## src/rfcd_pkg.sv

```systemverilog
// Shared types, constants and helper functions of the fill rectangle decomposer.
`default_nettype none
package rfcd_pkg;

  // Corner rounding radius and the last sequencer step per mode
  localparam int RADIUS    = 6;
  localparam int LAST_TOP  = RADIUS;
  localparam int LAST_ALL  = 2 * RADIUS;
  localparam int STEP_W    = $clog2(LAST_ALL + 2);

  // Screen limits
  localparam int CFG_W     = 13;
  localparam logic [CFG_W-1:0] MAX_SCREEN   = 13'd4096;
  localparam logic [CFG_W-1:0] RESET_WIDTH  = 13'd320;
  localparam logic [CFG_W-1:0] RESET_HEIGHT = 13'd240;

  // Configuration register indexes
  localparam int CFG_IDX_W = 2;
  localparam logic [CFG_IDX_W-1:0] CFG_SCREEN_WIDTH  = 2'd0;
  localparam logic [CFG_IDX_W-1:0] CFG_SCREEN_HEIGHT = 2'd1;

  // Command op codes
  localparam logic [1:0] OP_STRICT    = 2'd0;
  localparam logic [1:0] OP_CLIP      = 2'd1;
  localparam logic [1:0] OP_ROUND_TOP = 2'd2;
  localparam logic [1:0] OP_ROUND_ALL = 2'd3;

  // Internal coordinate: 16-bit input plus headroom for offsets
  typedef logic signed [17:0] crd_t;

  // Work classes handed from front to back
  typedef enum logic [1:0] {
    M_SINGLE,
    M_ROUND_TOP,
    M_ROUND_ALL,
    M_REJECT
  } mode_t;

  typedef struct packed {
    mode_t       mode;
    logic [15:0] x0;
    logic [15:0] y0;
    logic [15:0] x1;
    logic [15:0] y1;
    logic [15:0] color;
  } cmd_t;

  typedef struct packed {
    logic        status;
    logic        has_rect;
    logic [11:0] left;
    logic [11:0] top;
    logic [11:0] right;
    logic [11:0] bottom;
    logic [15:0] color;
    logic        final_item;
  } res_t;

  // Sign extend a 16-bit corner
  function automatic crd_t sx16(input logic [15:0] v);
    return {{2{v[15]}}, v};
  endfunction

  // Span inset, top corners only
  function automatic logic [2:0] inset_top(input logic [2:0] d);
    logic [2:0] r;
    case (d)
      3'd0:    r = 3'd4;
      3'd1:    r = 3'd3;
      3'd2:    r = 3'd2;
      3'd3:    r = 3'd1;
      3'd4:    r = 3'd1;
      default: r = 3'd0;
    endcase
    return r;
  endfunction

  // Span inset, all corners
  function automatic logic [2:0] inset_all(input logic [2:0] d);
    logic [2:0] r;
    case (d)
      3'd0:    r = 3'd3;
      3'd1:    r = 3'd2;
      3'd2:    r = 3'd1;
      3'd3:    r = 3'd1;
      default: r = 3'd0;
    endcase
    return r;
  endfunction

endpackage
`default_nettype wire

```

## src/rfcd_front.sv

```systemverilog
// Front end: checks a fill request against the screen and classifies its work.
`default_nettype none
module rfcd_front (
  input  wire logic [1:0]          op,
  input  wire logic [15:0]         left,
  input  wire logic [15:0]         top,
  input  wire logic [15:0]         right,
  input  wire logic [15:0]         bottom,
  input  wire logic [15:0]         fill_color,
  input  wire rfcd_pkg::crd_t      max_x,
  input  wire rfcd_pkg::crd_t      max_y,
  output rfcd_pkg::cmd_t           cmd
);
  import rfcd_pkg::*;

  crd_t x0, y0, x1, y1;
  logic on_screen;

  assign x0 = sx16(left);
  assign y0 = sx16(top);
  assign x1 = sx16(right);
  assign y1 = sx16(bottom);

  // Whole rectangle upright and on screen
  assign on_screen = (x0 >= 0) && (y0 >= 0) && (x1 >= x0) && (y1 >= y0) &&
                     (x1 <= max_x) && (y1 <= max_y);

  // Pick the work class
  always_comb begin
    cmd.x0    = left;
    cmd.y0    = top;
    cmd.x1    = right;
    cmd.y1    = bottom;
    cmd.color = fill_color;
    if (op == OP_CLIP) begin
      cmd.mode = M_SINGLE;
    end else if (!on_screen) begin
      cmd.mode = M_REJECT;
    end else begin
      case (op)
        OP_STRICT:    cmd.mode = M_SINGLE;
        OP_ROUND_TOP: cmd.mode = M_ROUND_TOP;
        OP_ROUND_ALL: cmd.mode = M_ROUND_ALL;
        default:      cmd.mode = M_SINGLE;
      endcase
    end
  end

endmodule
`default_nettype wire

```

## src/rfcd_queue.sv

```systemverilog
// Two-entry queue of classified requests between front and back ends.
`default_nettype none
module rfcd_queue (
  input  wire logic            clk,
  input  wire logic            rst_n,
  input  wire logic            push,
  input  wire rfcd_pkg::cmd_t  push_data,
  input  wire logic            pop,
  output logic                 full,
  output logic                 not_empty,
  output rfcd_pkg::cmd_t       head
);
  import rfcd_pkg::*;

  cmd_t       entry_r [2];
  logic       wr_ptr_r, rd_ptr_r;
  logic [1:0] count_r;

  assign full      = (count_r == 2'd2);
  assign not_empty = (count_r != 2'd0);
  assign head      = entry_r[rd_ptr_r];

  // Pointers and fill count
  always_ff @(posedge clk) begin
    if (!rst_n) begin
      wr_ptr_r <= 1'b0;
      rd_ptr_r <= 1'b0;
      count_r  <= 2'd0;
    end else begin
      if (push) wr_ptr_r <= ~wr_ptr_r;
      if (pop)  rd_ptr_r <= ~rd_ptr_r;
      case ({push, pop})
        2'b10:   count_r <= count_r + 2'd1;
        2'b01:   count_r <= count_r - 2'd1;
        default: count_r <= count_r;
      endcase
    end
  end

  // Entry storage
  always_ff @(posedge clk) begin
    if (push) entry_r[wr_ptr_r] <= push_data;
  end

endmodule
`default_nettype wire

```

## src/rfcd_back.sv

```systemverilog
// Back end: steps through body and corner spans, clips them and emits results.
`default_nettype none
module rfcd_back (
  input  wire logic            clk,
  input  wire logic            rst_n,
  input  wire logic            q_not_empty,
  input  wire rfcd_pkg::cmd_t  q_head,
  output logic                 q_pop,
  input  wire rfcd_pkg::crd_t  max_x,
  input  wire rfcd_pkg::crd_t  max_y,
  output logic                 res_valid,
  input  wire logic            res_stall,
  output rfcd_pkg::res_t       res
);
  import rfcd_pkg::*;

  // Registers
  logic              busy_r, busy_nxt;
  logic [STEP_W-1:0] step_r, step_nxt;
  cmd_t              cmd_r, cmd_nxt;
  logic              pend_v_r, pend_v_nxt;
  res_t              pend_r, pend_nxt;
  logic              out_v_r, out_v_nxt;
  res_t              out_r, out_nxt;

  // Candidate rectangle of the current step
  crd_t              cx0, cy0, cx1, cy1;
  crd_t              bx0, by0, bx1, by1;
  crd_t              dx;
  logic [STEP_W-1:0] sm1, last_step;
  logic [2:0]        d_idx;
  logic              inverted, off_screen, force_err;
  res_t              cand, empty_res, err_res;
  logic              can_push, finish;

  assign bx0 = sx16(cmd_r.x0);
  assign by0 = sx16(cmd_r.y0);
  assign bx1 = sx16(cmd_r.x1);
  assign by1 = sx16(cmd_r.y1);
  assign sm1 = step_r - 1'b1;

  // Step geometry per mode
  always_comb begin
    d_idx     = 3'd0;
    dx        = '0;
    cx0       = bx0;
    cy0       = by0;
    cx1       = bx1;
    cy1       = by1;
    force_err = 1'b0;
    last_step = '0;
    case (cmd_r.mode)
      M_SINGLE: begin
        last_step = '0;
      end
      M_ROUND_TOP: begin
        last_step = STEP_W'(LAST_TOP);
        d_idx     = sm1[2:0];
        if (step_r == '0) begin
          cy0 = by0 + crd_t'(RADIUS);
        end else begin
          dx  = crd_t'({15'd0, inset_top(d_idx)});
          cx0 = bx0 + dx;
          cx1 = bx1 - dx;
          cy0 = by0 + crd_t'({15'd0, d_idx});
          cy1 = cy0;
        end
      end
      M_ROUND_ALL: begin
        last_step = STEP_W'(LAST_ALL);
        d_idx     = sm1[3:1];
        if (step_r == '0) begin
          cy0 = by0 + crd_t'(RADIUS);
          cy1 = by1 - crd_t'(RADIUS);
        end else begin
          dx  = crd_t'({15'd0, inset_all(d_idx)});
          cx0 = bx0 + dx;
          cx1 = bx1 - dx;
          // even steps take the bottom row of the pair
          cy0 = sm1[0] ? (by1 - crd_t'({15'd0, d_idx})) : (by0 + crd_t'({15'd0, d_idx}));
          cy1 = cy0;
        end
      end
      default: begin
        force_err = 1'b1;
      end
    endcase
  end

  // Clip classification
  assign inverted   = force_err || (cx1 < cx0) || (cy1 < cy0);
  assign off_screen = (cx0 > max_x) || (cx1 < 0) || (cy0 > max_y) || (cy1 < 0);

  always_comb begin
    cand            = '0;
    cand.has_rect   = 1'b1;
    cand.left       = (cx0 < 0) ? 12'd0 : cx0[11:0];
    cand.top        = (cy0 < 0) ? 12'd0 : cy0[11:0];
    cand.right      = (cx1 > max_x) ? max_x[11:0] : cx1[11:0];
    cand.bottom     = (cy1 > max_y) ? max_y[11:0] : cy1[11:0];
    cand.color      = cmd_r.color;
    empty_res       = '0;
    empty_res.final_item = 1'b1;
    err_res         = '0;
    err_res.status  = 1'b1;
    err_res.final_item = 1'b1;
  end

  assign can_push = !out_v_r || !res_stall;

  // Sequencer
  always_comb begin
    busy_nxt   = busy_r;
    step_nxt   = step_r;
    cmd_nxt    = cmd_r;
    pend_v_nxt = pend_v_r;
    pend_nxt   = pend_r;
    out_v_nxt  = out_v_r && res_stall;
    out_nxt    = out_r;
    finish     = 1'b0;
    q_pop      = 1'b0;

    if (busy_r) begin
      if (step_r > last_step) begin
        // flush: last kept rectangle, or an empty result, ends the request
        if (can_push) begin
          out_v_nxt = 1'b1;
          out_nxt   = pend_v_r ? pend_r : empty_res;
          out_nxt.final_item = 1'b1;
          finish    = 1'b1;
        end
      end else if (inverted) begin
        if (can_push) begin
          out_v_nxt = 1'b1;
          if (pend_v_r) begin
            out_nxt    = pend_r;
            pend_v_nxt = 1'b0;
          end else begin
            out_nxt = err_res;
            finish  = 1'b1;
          end
        end
      end else if (off_screen) begin
        step_nxt = step_r + 1'b1;
      end else if (!pend_v_r) begin
        pend_v_nxt = 1'b1;
        pend_nxt   = cand;
        step_nxt   = step_r + 1'b1;
      end else if (can_push) begin
        out_v_nxt = 1'b1;
        out_nxt   = pend_r;
        pend_nxt  = cand;
        step_nxt  = step_r + 1'b1;
      end
    end

    if (finish) begin
      busy_nxt   = 1'b0;
      pend_v_nxt = 1'b0;
    end

    // Take the next request as soon as the sequencer frees up
    if ((!busy_r || finish) && q_not_empty) begin
      q_pop      = 1'b1;
      busy_nxt   = 1'b1;
      step_nxt   = '0;
      cmd_nxt    = q_head;
      pend_v_nxt = 1'b0;
    end
  end

  // Control state
  always_ff @(posedge clk) begin
    if (!rst_n) begin
      busy_r   <= 1'b0;
      step_r   <= '0;
      pend_v_r <= 1'b0;
      out_v_r  <= 1'b0;
    end else begin
      busy_r   <= busy_nxt;
      step_r   <= step_nxt;
      pend_v_r <= pend_v_nxt;
      out_v_r  <= out_v_nxt;
    end
  end

  // Payload
  always_ff @(posedge clk) begin
    cmd_r  <= cmd_nxt;
    pend_r <= pend_nxt;
    out_r  <= out_nxt;
  end

  assign res_valid = out_v_r;
  assign res       = out_r;

endmodule
`default_nettype wire

```

## src/rect_fill_clip_decomposer_unit.sv

```systemverilog
// Top level of the fill rectangle decomposer: config registers, front, queue, back.
//
//  channel | direction | handshake               | payload
//  in_     | request   | in_valid / in_stall      | op, corners, fill color
//  out_    | result    | out_valid / out_stall    | status, has_rect, corners, color, final
//  cfg_    | write     | cfg_valid / cfg_ready    | cfg_index, cfg_data
//
// The back end sequencer steps through the sub-rectangles of a request (the body, then
// the corner spans of the rounded modes) and ends it with a closing step, with one
// more step when an error follows an already produced rectangle.
// Requests enter in any cycle with room in the two-entry queue; a result waits in the
// output register while work goes on. Reset (rst_n low, synchronous) empties the
// queue and the sequencer and sets the screen to 320 by 240.
`default_nettype none
module rect_fill_clip_decomposer_unit (
  input  wire logic                               clk,
  input  wire logic                               rst_n,
  // requests
  input  wire logic                               in_valid,
  output logic                                    in_stall,
  input  wire logic [1:0]                         in_op,
  input  wire logic signed [15:0]                 in_left,
  input  wire logic signed [15:0]                 in_top,
  input  wire logic signed [15:0]                 in_right,
  input  wire logic signed [15:0]                 in_bottom,
  input  wire logic [15:0]                        in_fill_color,
  // results
  output logic                                    out_valid,
  input  wire logic                               out_stall,
  output logic                                    out_status,
  output logic                                    out_has_rect,
  output logic [11:0]                             out_left,
  output logic [11:0]                             out_top,
  output logic [11:0]                             out_right,
  output logic [11:0]                             out_bottom,
  output logic [15:0]                             out_color,
  output logic                                    out_final_item,
  // configuration writes
  input  wire logic                               cfg_valid,
  output logic                                    cfg_ready,
  input  wire logic [rfcd_pkg::CFG_IDX_W-1:0]     cfg_index,
  input  wire logic [rfcd_pkg::CFG_W-1:0]         cfg_data
);
  import rfcd_pkg::*;

  logic [CFG_W-1:0] scr_w_r, scr_h_r;
  logic [CFG_W-1:0] lim_w, lim_h;
  crd_t             max_x, max_y;
  cmd_t             front_cmd, q_head;
  logic             q_full, q_not_empty, q_pop;
  res_t             res;

  // Screen size registers
  assign cfg_ready = 1'b1;

  always_ff @(posedge clk) begin
    if (!rst_n) begin
      scr_w_r <= RESET_WIDTH;
      scr_h_r <= RESET_HEIGHT;
    end else if (cfg_valid && cfg_ready) begin
      if (cfg_index == CFG_SCREEN_WIDTH)  scr_w_r <= cfg_data;
      if (cfg_index == CFG_SCREEN_HEIGHT) scr_h_r <= cfg_data;
    end
  end

  // Clamp to the largest panel and form last column / row
  assign lim_w = (scr_w_r > MAX_SCREEN) ? MAX_SCREEN : scr_w_r;
  assign lim_h = (scr_h_r > MAX_SCREEN) ? MAX_SCREEN : scr_h_r;
  assign max_x = crd_t'({5'd0, lim_w}) - crd_t'(1);
  assign max_y = crd_t'({5'd0, lim_h}) - crd_t'(1);

  assign in_stall = q_full;

  rfcd_front u_front (
    .op         (in_op),
    .left       (in_left),
    .top        (in_top),
    .right      (in_right),
    .bottom     (in_bottom),
    .fill_color (in_fill_color),
    .max_x      (max_x),
    .max_y      (max_y),
    .cmd        (front_cmd)
  );

  rfcd_queue u_queue (
    .clk       (clk),
    .rst_n     (rst_n),
    .push      (in_valid && !q_full),
    .push_data (front_cmd),
    .pop       (q_pop),
    .full      (q_full),
    .not_empty (q_not_empty),
    .head      (q_head)
  );

  rfcd_back u_back (
    .clk         (clk),
    .rst_n       (rst_n),
    .q_not_empty (q_not_empty),
    .q_head      (q_head),
    .q_pop       (q_pop),
    .max_x       (max_x),
    .max_y       (max_y),
    .res_valid   (out_valid),
    .res_stall   (out_stall),
    .res         (res)
  );

  assign out_status     = res.status;
  assign out_has_rect   = res.has_rect;
  assign out_left       = res.left;
  assign out_top        = res.top;
  assign out_right      = res.right;
  assign out_bottom     = res.bottom;
  assign out_color      = res.color;
  assign out_final_item = res.final_item;

endmodule
`default_nettype wire

```

## config.mk

```make
export PLATFORM = sky130hd
export DESIGN_NAME = rect_fill_clip_decomposer_unit
export DESIGN_NICKNAME = d
export VERILOG_FILES = /design/src/rfcd_pkg.sv /design/src/rfcd_front.sv /design/src/rfcd_queue.sv /design/src/rfcd_back.sv /design/src/rect_fill_clip_decomposer_unit.sv
export SDC_FILE = /design/constraint.sdc
export NUM_CORES = 1
export LEC_CHECK = 0
export ABC_AREA = 1
export ABC_CLOCK_PERIOD_IN_PS = 10000
export BUFFER_PORTS_ARGS = -buffer_cell sky130_fd_sc_hd__clkbuf_2
export CORE_MARGIN = 2
export CORE_UTILIZATION = 40
export CTS_BUF_LIST = sky130_fd_sc_hd__clkbuf_16
export DETAILED_ROUTE_END_ITERATION = 8
export PLACE_DENSITY = 0.65
export SYNTH_ARGS = -nofsm -noshare
export SYNTH_HDL_FRONTEND = slang
export SYNTH_SLANG_ARGS = --single-unit
```

## constraint.sdc

```tcl
create_clock -name clk -period 10 [get_ports clk]
set_input_delay 2 -clock clk [delete_from_list [all_inputs] [get_ports clk]]
set_output_delay 2 -clock clk [all_outputs]
set_load 0.1 [all_outputs]
```

==> impl_metrics.yaml, run 1 <==
floorplanning:
  floorplan.core_area_um2: 61600
  floorplan.initialDensity: 0.404
  area_enclosed_by_the_die_boundary_um2: 64200
  die_h_um: 253
  horizontal_die_dimension_um: 253
  fp-row-count: 91
  boundaryPins: 172
detailed_routing:
  drtAntennaViolNets: 0
  detailedRoute.firstPassIterationCount: 6
  wire_per_inst_um: 17.6
  detailed_router_s_first_iteration_violation_count: 2009
  totalWireLength_mm: 64.6
  count_of_vias_placed_by_the_detailed_router: 18900
  drt-vias-per-instance: 5.14
  route.detailed.drc: 0
job:
  drv_cap: 0
worst_hold_path:
  hp_class: "flip-flop to flip-flop"
  hold_start: "u_back.cand[8]$_DFFE_PP_"
  holdPathStages: 0
  whs_endpoint: "u_back.pend_r[8]$_DFFE_PP_"
grt:
  first_global_vias: 17300
  pin_count_of_the_biggest_net_entering_global_routing: 74
  grt_use_met2: 0.304
  antenna_violations_before_repair: 1
  met1_track_utilization_from_global_routing: 0.290
  grt-busiest-layer: "met2"
  grtUsageTotal: 0.200
  grt_first_pass_wirelength_mm: 98.5
  met3_usage: 0.0427
  globalRouteOverflowTotal: 0
setup_path:
  ff2ff_setup_slack_ps: 2830
  critPathRequiredTime_ps: 10210
  timing.rr.start: "u_back.step_r[0]$_SDFFE_PP0P_"
  crit_path_end_kind: "flip-flop"
  cpMostUsedCell: "nand2_1"
  max_stage_delay_ps: 630
  crit_type: "flip-flop to flip-flop"
  crit_arrival_ps: 7380
  worst-path-max-fanout: 40
  worst_setup_path_start_kind: "flip-flop"
  slowest_stage: "nor2_4"
  worst_r2r_endpoint: "u_back.res[64]$_DFFE_PP_"
  reg2reg_depth: 36
synthesis:
  netlist_area_um2: 24900
  number_of_flops_mapped_to_enable_cells_by_yosys: 377
  postSynthCellCount: 2643
  ys_warn_count: 0
  async_flop_share: 0
  synthesis.nets: 2950
  register_bit_total_from_synthesis: 414
  yosys.cell_types.count: 63
  synth_seq_area_share: 0.485
  ys_dominant_reg_cell: "edfxtp_1"
  average_footprint_of_a_synthesized_cell_um2: 9.42
sta:
  worst-slew-pin-transition_ps: 1070
  final.min_clock_period_ps: 7170
  fin_tns_setup_ps: 0
  max-slew-margin-rel: 0.284
  finalClockSkew_ps: 25.4
  finalSetupViolCount: 0
  finalCritPeriodShare: 0.717
  rsz0062_at_grt: "no"
  hold_viol_final: 0
  clock.fmax_mhz: 139
  timing_max_transition_violations_final: 0
status:
  status: "complete, no violations"
clock_tree:
  cts_inserted_buffers: 44
  clock_path_buffers: 3
  ctsHtreeMaxLevel: 2
  cts_hold_buffers: 0
  tritoncts: "done"
  clkSlewWorstSetupHoldPaths_ps: 70
  cell_at_the_root_of_the_clock_tree: "clkbuf_16"
  insertion_delay_ps: 580
  cts_sinks: 414
  post_cts.resized_instances: 0
  cts_setup_buffers: 0
layout:
  post_route_cells_drive_above_1_share: 0.153
  layout.nets: 3114
  areaGrowthSynthToFinish_pct: 12.7
  antenna_fix_cells: 0
place:
  gp_congestion: 0.936
  hpwl_after_detailed_placement_mm: 48.5
  port-buffer-count: 170
[cell usage in the layout, fill, tap and decap left out, drive strengths merged, types with 2 or more instances in the layout]
cell type	count
a211oi	2
a21o	2
a21oi	153
a22o	5
a22oi	10
a31oi	26
a32o	2
and2	3
buf	26
bufinv	3
clkbuf	216
clkinv	25
clkinvlp	2
dfxtp	37
edfxtp	377
fa	7
ha	198
inv	385
mux2	82
nand2	443
nand3	142
nand3b	4
nand4	32
nor2	308
nor3	27
nor3b	2
nor4	19
o2111ai	3
o211ai	23
o21a	7
o21ai	189
o21bai	5
o22ai	6
o311ai	4
o31ai	6
o32ai	2
or2	7
xnor2	13
xor2	29
[final cells by class]
| cell class | instances | area [um^2] |
|---|---|---|
| inverters | 380 | 1430 |
| clock buffers | 46 | 1150 |
| clock inverters | 35 | 274 |
| repair buffers | 196 | 1060 |
| well taps | 837 | 1050 |
| multi-input cells | 1771 | 11000 |
| fillers | 5880 | 33500 |
| flip-flops and latches | 414 | 12100 |
[worst max path at each step]
| stage | start | end | slack (ps) |
|---|---|---|---|
| 6_report | u_back.step_r[0]$_SDFFE_PP0P_ | u_back.res[64]$_DFFE_PP_ | 2830 |
| 5_1_grt | u_back.step_r[0]$_SDFFE_PP0P_ | u_back.res[58]$_DFFE_PP_ | 2050 |
| 3_3_place_gp | u_back.step_r[0]$_SDFFE_PP0P_ | u_back.res[10]$_DFFE_PP_ | 2980 |
| 4_1_cts | u_back.step_r[0]$_SDFFE_PP0P_ | u_back.res[13]$_DFFE_PP_ | 2800 |
| 3_5_place_dp | u_back.step_r[0]$_SDFFE_PP0P_ | u_back.res[10]$_DFFE_PP_ | 2810 |
| 2_1_floorplan | u_back.step_r[0]$_SDFFE_PP0P_ | u_back.pend_r[10]$_DFFE_PP_ | 2060 |
[flip-flops by register name (all words and copies together) (netlist names), 2 cells and up]
signal and flops:
u_back.step_r 4, u_back.bx1 16, u_queue.entry_r 164, u_back.bx0 16, u_back.cmd_r 2, u_back.pend_r 64, u_back.by1 16, scr_h_r 13
u_back.cand 16, u_back.res 67, scr_w_r 13, u_queue.count_r 2, u_back.by0 16
[cells in the mapped netlist, types with 3 or more instances]
cell,n,area [um^2]
a21oi_1,152,761
a22o_1,5,43.8
a22oi_1,10,75.1
a31oi_1,26,163
buf_1,13,48.8
buf_12,5,100
buf_2,6,30.0
buf_6,3,33.8
clkbuf_1,49,184
dfxtp_1,37,741
edfxtp_1,377,11300
fa_1,7,140
ha_1,198,2480
inv_1,368,1380
inv_2,10,37.5
mux2_2,82,923
nand2_1,437,1640
nand2_2,4,25.0
nand3_1,141,706
nand3b_1,4,30.0
nand4_1,32,200
nor2_1,253,950
nor2_2,3,18.8
nor2_4,52,586
nor3_1,26,130
nor4_1,19,119
o2111ai_1,3,26.3
o211ai_1,23,173
o21a_1,7,52.6
o21ai_0,185,926
o21ai_1,4,20.0
o21bai_1,5,37.5
o22ai_1,6,37.5
o31ai_1,6,45.0
or2_2,6,37.5
xnor2_1,13,114
xor2_1,29,254
[cell families (layout without fill, tap and decap cells)]
logic type	count (synthesis)	after routing	synth area share
adders and majority gates	205	205	0.105
and+or+nand+nor	990	990	0.183
DFF	414	414	0.485
xor gates and xnor gates	42	42	0.0148
muxes	82	82	0.0371
AOI/OAI and AO/OA	451	451	0.102
buffers and inverters	458	657	0.0739
other	1	1	0.000151
[metal layers]
metal  share of wire  vias up  wire (um)
li1                -     9404          -
met1            0.46     8754      29900
met2            0.44      662      28100
met3           0.084       83       5420
met4           0.018        2       1160
met5         0.00022        -         14
[stage by stage]
| step | hold slack [ps] | setup WS (ps) | utilization | cell area [um^2] | std cells |
|---|---|---|---|---|---|
| 5_1_grt | 427 | 2050 | 0.455 | 28100 | 3679 |
| 6_report | 416 | 2830 | 0.455 | 28100 | 3679 |
| 3_5_place_dp | 405 | 2810 | 0.432 | 26600 | 3598 |
| 3_3_place_gp | 402 | 2980 | 0.432 | 26600 | 3598 |
| 4_1_cts | 415 | 2800 | 0.455 | 28100 | 3679 |
| 2_1_floorplan | 400 | 2060 | - | 24900 | 2643 |
[worst max-delay path, delay by kind of cell, from the launching register on]
family	cells	cell delay (ps)
buffers and inverters	10	1740
flip-flops	1	310
AO/OA/AOI/OAI	2	420
AND/OR/NAND/NOR	20	2690
XOR/XNOR	1	580
adder cells (fa/ha/maj)	3	1010
Power of run 1 is not shown: default switching activity piles up to over one toggle a cycle in this logic, so the estimate is an artifact.
==> run 2: changes to the inputs <==
Settings changed: ABC_CLOCK_PERIOD_IN_PS 10000 to 7300.
Clock period 10 ns to 7.3 ns, I/O delays scaled along.
==> run 2 against run 1 <==
Against the previous run: final cell count is essentially flat; non-clock buffer count is the same; flip-flop and latch count is the same; utilization is essentially flat; largest cell class unchanged.
==> impl_metrics.yaml, run 2 (synthesis results as in run 1) <==
setup_path:
  reg2reg_depth: 35
  crit_arrival_ps: 7080
  critPathRequiredTime_ps: 7770
  crit_path_end_kind: "flip-flop"
  cpMostUsedCell: "nand2_1"
  worst_setup_path_start_kind: "flip-flop"
  slowest_stage: "xnor2_1"
  max_stage_delay_ps: 610
  crit_type: "flip-flop to flip-flop"
  worst-path-max-fanout: 11
worst_hold_path:
  hp_class: "flip-flop to flip-flop"
  holdPathStages: 0
floorplanning:
  floorplan.core_area_um2: 61600
  die_h_um: 253
  boundaryPins: 172
  horizontal_die_dimension_um: 253
  area_enclosed_by_the_die_boundary_um2: 64200
  fp-row-count: 91
  floorplan.initialDensity: 0.404
layout:
  fillerInstances: 5885
  largest_register: "u_queue.entry_r"
  seq_area_um2: 12100
  layout.nets: 3114
  mostFrequentLayoutCell: "nand2_1"
  flip_flop_count_of_the_largest_register_after_layout: 164
  final_cell_mix: "nand2_1, edfxtp_1, inv_1"
  multi_input_comb_area_um2: 11000
  post_route_cells_drive_above_1_share: 0.151
  areaGrowthSynthToFinish_pct: 12.8
grt:
  globalRouteOverflowTotal: 0
  first_global_vias: 17300
  antenna_violations_before_repair: 1
  grt_first_pass_wirelength_mm: 99.4
  pin_count_of_the_biggest_net_entering_global_routing: 74
  grtUsageTotal: 0.202
clock_tree:
  ctsHtreeMaxLevel: 2
  cell_at_the_root_of_the_clock_tree: "clkbuf_16"
  tritoncts: "done"
  insertion_delay_ps: 590
  cts_setup_buffers: 0
  cts_inserted_buffers: 44
  post_cts.resized_instances: 0
  clock_path_buffers: 3
  clkSlewWorstSetupHoldPaths_ps: 60
  cts_sinks: 414
  cts_hold_buffers: 0
detailed_routing:
  drtAntennaViolNets: 0
  detailedRoute.firstPassIterationCount: 6
  detailed_router_s_first_iteration_violation_count: 1657
  totalWireLength_mm: 65.4
  route.detailed.drc: 0
  drt-vias-per-instance: 5.13
  count_of_vias_placed_by_the_detailed_router: 18900
  wire_per_inst_um: 17.8
status:
  status: "complete, no violations"
sta:
  timing_max_transition_violations_final: 0
  rsz0062_at_grt: "no"
  worst-slew-pin-transition_ps: 1020
  finalClockSkew_ps: 22.9
  final.min_clock_period_ps: 6610
  finalCritPeriodShare: 0.906
  finalSetupViolCount: 0
  fin_tns_setup_ps: 0
  max-slew-margin-rel: 0.316
  hold_viol_final: 0
  clock.fmax_mhz: 151
place:
  port-buffer-count: 170
  hpwl_after_detailed_placement_mm: 48.6
  gp_congestion: 0.919
job:
  drv_cap: 0
## run 2: through the flow
stage	util	area, um^2	hold slack, ps	setup WS [ps]	instances
after floorplan	-	24900	400	13.4	2643
after detailed placement	0.433	26600	405	741	3598
after CTS	0.456	28100	413	720	3677
final	0.456	28100	415	688	3678
after global placement	0.433	26600	401	895	3598
after global routing	0.456	28100	421	66.9	3677
## run 2: worst max-delay path: cells and delay by family, from the launching register on
family          cells  cell delay [ps]
simple gates       14             1940
xor+xnor            2              730
flops               1              390
buf+inv             5              770
fa+ha+maj           4             1320
compound gates     10             1330
## run 2: path summary, 6_finish.rpt
path	startpoint	end	slack, ps
min	u_back.cand[1]$_DFFE_PP_	u_back.pend_r[1]$_DFFE_PP_	410
min reg2reg	u_back.cand[1]$_DFFE_PP_	u_back.pend_r[1]$_DFFE_PP_	410
max reg2reg	u_back.step_r[1]$_SDFFE_PP0P_	u_queue.count_r[1]$_SDFFE_PN0P_	690
max	u_back.step_r[1]$_SDFFE_PP0P_	u_queue.count_r[1]$_SDFFE_PN0P_	690
## run 2: area by class of cell
class | instances | share of cell area
tap | 837 | 0.0373
clock inverter | 35 | 0.0118
timing repair buffer | 196 | 0.0386
antenna | 1 | 0.0000891
inverter | 380 | 0.0508
clock buffer | 44 | 0.0392
multi-input combinational | 1771 | 0.393
sequential | 414 | 0.430
## run 2: layer usage
layer,up-vias,wire [um],global-route usage,share of wire
met5,-,0,0,0
met1,8771,30200,0.292,0.46
met4,0,1260,0.0489,0.019
met3,79,5540,0.0511,0.085
met2,616,28400,0.303,0.43
li1,9402,-,-,-
Power of run 2 is left out for the same reason.
